[config.mk]
export PLATFORM = sky130hd
export DESIGN_NAME = qalu_sqrt
export DESIGN_NICKNAME = d
export VERILOG_FILES = /design/src/hdl/qalu_sqrt.sv
export SDC_FILE = /design/constraint.sdc
export NUM_CORES = 1
export LEC_CHECK = 0
export BUFFER_PORTS_ARGS = -buffer_cell sky130_fd_sc_hd__buf_4
export CAP_MARGIN = 20
export CORE_MARGIN = 5
export CORE_UTILIZATION = 25
export CTS_CLUSTER_DIAMETER = 200
export CTS_CLUSTER_SIZE = 10
export DETAILED_ROUTE_END_ITERATION = 10
export SLEW_MARGIN = 20
export SYNTH_ARGS = -nofsm -noshare
export SYNTH_HDL_FRONTEND = slang
export SYNTH_SLANG_ARGS = --single-unit
[constraint.sdc]
create_clock -name i_clk -period 8.15 [get_ports i_clk]
set_clock_uncertainty 0.15 [all_clocks]
set_input_delay 2.445 -clock i_clk [delete_from_list [all_inputs] [get_ports i_clk]]
set_output_delay 2.445 -clock i_clk [all_outputs]
set_load 0.01 [all_outputs]
[src/hdl/qalu_sqrt.sv]
// pipelined integer square root, one root bit per stage
`default_nettype none
module qalu_sqrt #(
    parameter int SW = 33,
    parameter int NR = 17
) (
    input  wire logic          i_clk,
    input  wire logic [SW-1:0] i_s,
    output logic [NR-1:0]      o_root
);

    localparam int XW = 2 * NR;
    localparam int RW = NR + 3;

    logic [XW-1:0] r_x    [NR];
    logic [RW-1:0] r_rem  [NR];
    logic [NR-1:0] r_root [NR];

    for (genvar k = 0; k < NR; k++) begin : g_stage
        logic [XW-1:0] x_in;
        logic [RW-1:0] rem_in;
        logic [NR-1:0] root_in;
        logic [RW-1:0] rem2;
        logic [RW-1:0] trial;
        logic          ge;

        if (k == 0) begin : g_first
            assign x_in    = XW'(i_s);
            assign rem_in  = '0;
            assign root_in = '0;
        end else begin : g_next
            assign x_in    = r_x[k-1];
            assign rem_in  = r_rem[k-1];
            assign root_in = r_root[k-1];
        end

        assign rem2  = {rem_in[RW-3:0], x_in[XW-1 -: 2]};
        assign trial = RW'({root_in, 2'b01});
        assign ge    = (rem2 >= trial);

        always_ff @(posedge i_clk) begin
            r_x[k]    <= x_in << 2;
            r_rem[k]  <= ge ? (rem2 - trial) : rem2;
            r_root[k] <= {root_in[NR-2:0], ge};
        end
    end

    assign o_root = r_root[NR-1];

endmodule
`default_nettype wire

==> flow_summary.ini <==
[floorplan]
dieArea_sq_mm = 0.105
core_region_area_sq_mm = 0.0981
dieWidth_microns = 324
die_y_microns = 324
ios = 51
initial_core_util = 0.251
row_count = 115

[global_routing]
track_usage = 0.0782
gr-total-overflow = 0
antenna_found_initial = 0
grt_first_pass_wirelength_microns = 69500
grt_pass1_vias = 15300
grt_max_degree = 30

[synthesis]
synth_enable_flop_cells = 0
synth_seq_cells = 689
ys_seq_area_frac = 0.559
syn_area_sq_mm = 0.0247
yosys.area_share.xor_xnor = 0.0706
synth_cell_type_count = 79
async_reset_ff_frac = 0
synthCells = 2365
ys_warn_count = 0
synthesis.nets = 2569
synth-compound-area-share = 0.111
yosys.area_share.simple = 0.116
synthAdderAreaFrac = 0.0862
synth_top_family_by_area = simple AND/OR/NAND/NOR gates
ys_dominant_reg_cell = dfxtp_1
avgSynthCellArea_sq_um = 10.4
synth_mux_area_frac = 0.0179

[finish]
multi_input_area_sq_mm = 0.00992
antenna_cells = 0
register_area_sq_mm = 0.0138
final_util = 0.292
drive_above_1_share = 0.0839
area_delta_synth_final_pct = 16.3
nNetsFinal = 2664
n_fill_cell = 10200

[worst_setup_path]
path_class = reg -> out
slowest_stage = dfxtp_1
path_cells = buf_4
max_stage_delay_ns = 0.30
critPathBufInv = 1
worst_setup_path_end_kind = primary output
path_depth = 1
r2r_cells = 9
cp-start-kind = flip-flop
crit_arrival_ns = 1.06
cp_top_family = flip-flops
crit_required_ns = 5.56
path_max_fanout = 1

[power]
pwr-share-comb = 0.181
seq_power_share = 0.480
max-vdd-ir-drop_mv = 0.192
power.density_mw_per_mm2 = 312
leakage_uw = 0.0131
clockPowerShare = 0.339
totalPowerFinal_uw = 8940
p_sw_frac = 0.275
p_sw_uw = 2460
p_int_uw = 6480

[placed_design]
place_congestion = 0.845
port_buffers = 50
hpwlAfterDp_microns = 29900

[timing]
rsz0062_at_grt = false
fmax_mhz = 273
slew_violations = 0
worst_pin_slew_ns = 0.926
setup_tns_ns = 0
slew_headroom = 0.381
period_minus_slack_ns = 3.66
hold_viol = 0
setup_viol_count_final = 0
fin_crit_sh = 0.449

[worst_hold_path]
hold_path_class = reg -> reg
hold-path-cell-count = 0

[clocking]
cts-root-buf = clkbuf_16
worstSkewPairLatency_ns = 0.63
clock_path_buffers = 3
post_cts_resized = 0
cts_setup_buffers = 0
cts_tree = yes
cts_htree_levels = 3
holdBufCountCts = 0
cts_buffers = 79
cts.reportedPaths.clkPinSlew_ns = 0.06
cts_sinks = 689

[route]
avgViaCountPerCell = 4.13
ant_nets = 0
drc = 0
drtPass1Iterations = 7
wl_per_cell_microns = 10.9
vias = 15500
wl_microns = 41000
drt_iter0_markers = 629

[outcome]
status = finished, final reports clean

[flow_run]
cap_viol_max_count = 0
[synth_stat cells, types with 26 or more instances]
master    number  share of area
a21o_1        32         0.0097
a21oi_1      178          0.036
clkbuf_1      26         0.0040
dfxtp_1      689           0.56
ha_1         170          0.086
inv_1        209          0.032
mux2_2        28          0.013
nand2_1      113          0.017
nand2b_1      27         0.0068
nor2_1       174          0.026
nor3_1        63          0.013
o21a_1        28         0.0085
o21ai_0       94          0.019
or3_1         27         0.0068
xnor2_1      104          0.037
xor2_1        93          0.033
[logic make-up (layout without fill, tap and decap cells)]
kind of cell	Yosys count	after routing
flip-flops	689	689
AND/OR/NAND/NOR	570	570
AO/OA/AOI/OAI	450	450
buffers and inverters	249	352
XOR/XNOR	198	198
adder cells (fa/ha/maj)	170	170
multiplexers	38	38
other	1	1
[per-layer routing]
layer | track usage | vias to the layer above | share of wire
met4 | 0.0369 | 0 | 0.040
met3 | 0.0214 | 105 | 0.044
li1 | - | 8180 | -
met5 | 0 | - | 0
met1 | 0.0890 | 6920 | 0.44
met2 | 0.137 | 289 | 0.48
[state kept, by name, indices dropped and copies added, names as in the netlist]
| signal | count |
|---|---|
| r_root | 153 |
| r_x | 272 |
| r_rem | 264 |
[path summary, 6_finish.rpt]
| kind | slack (ns) | startpoint | to |
|---|---|---|---|
| setup / recovery | 4.49 | r_root[16][15]$_DFF_P_ | o_root[15] |
| hold / removal | 0.14 | r_x[0][252]$_DFF_P_ | r_x[0][286]$_DFF_P_ |
| setup reg to reg | 4.84 | r_root[9][0]$_DFF_P_ | r_rem[0][214]$_DFF_P_ |
| hold reg to reg | 0.14 | r_x[0][252]$_DFF_P_ | r_x[0][286]$_DFF_P_ |
[area by class of cell]
class	count	share of cell area
Sequential cell	689	0.481
Multi-Input combinational cell	1427	0.346
Clock buffer	81	0.0695
Tap cell	1287	0.0562
Inverter	211	0.0276
Timing Repair Buffer	52	0.0136
Clock inverter	8	0.00606
[cells in the final DEF, fill, tap and decap left out, drive strengths merged, types with 5 or more instances in the layout]
cell,count
nand2b,27
a21o,32
nand2,113
and3,8
a211oi,17
and4,6
buf,52
xor2,93
nand4,24
mux2,33
o31ai,11
clkbuf,81
a2111oi,5
xnor2,105
or2,14
o21bai,6
o21ai,96
nor3b,8
mux2i,5
nand4b,6
nand3,24
o211ai,11
nor4,23
or3,29
o21a,28
o22ai,7
ha,170
inv,213
nand3b,5
clkinv,6
a31oi,14
or4,15
dfxtp,689
nor2,178
nor3,63
a21oi,182
nor2b,16
[through the flow]
| stage | setup slack, ns | instance area (sq um) | hold slack [ns] | std cells |
|---|---|---|---|---|
| floorplan | 5.22 | 24700 | 0.160 | 2365 |
| global placement | 4.87 | 26500 | 0.160 | 3666 |
| detailed placement | 4.86 | 26500 | 0.162 | 3666 |
| CTS | 4.43 | 28700 | 0.126 | 3755 |
| global route | 4.42 | 28700 | 0.131 | 3755 |
| finish | 4.49 | 28700 | 0.143 | 3755 |
[power by group through the flow]
stage          clock network [uW]  registers [uW]  logic, uW
2_1_floorplan                   0            4260       1330
3_3_place_gp                    0            4360       1600
3_5_place_dp                    0            4360       1610
4_1_cts                      3170            4290       1630
5_1_grt                      3300            4360       1840
6_report                     3030            4290       1620
Note: power is estimated with default switching activity, not from simulation.
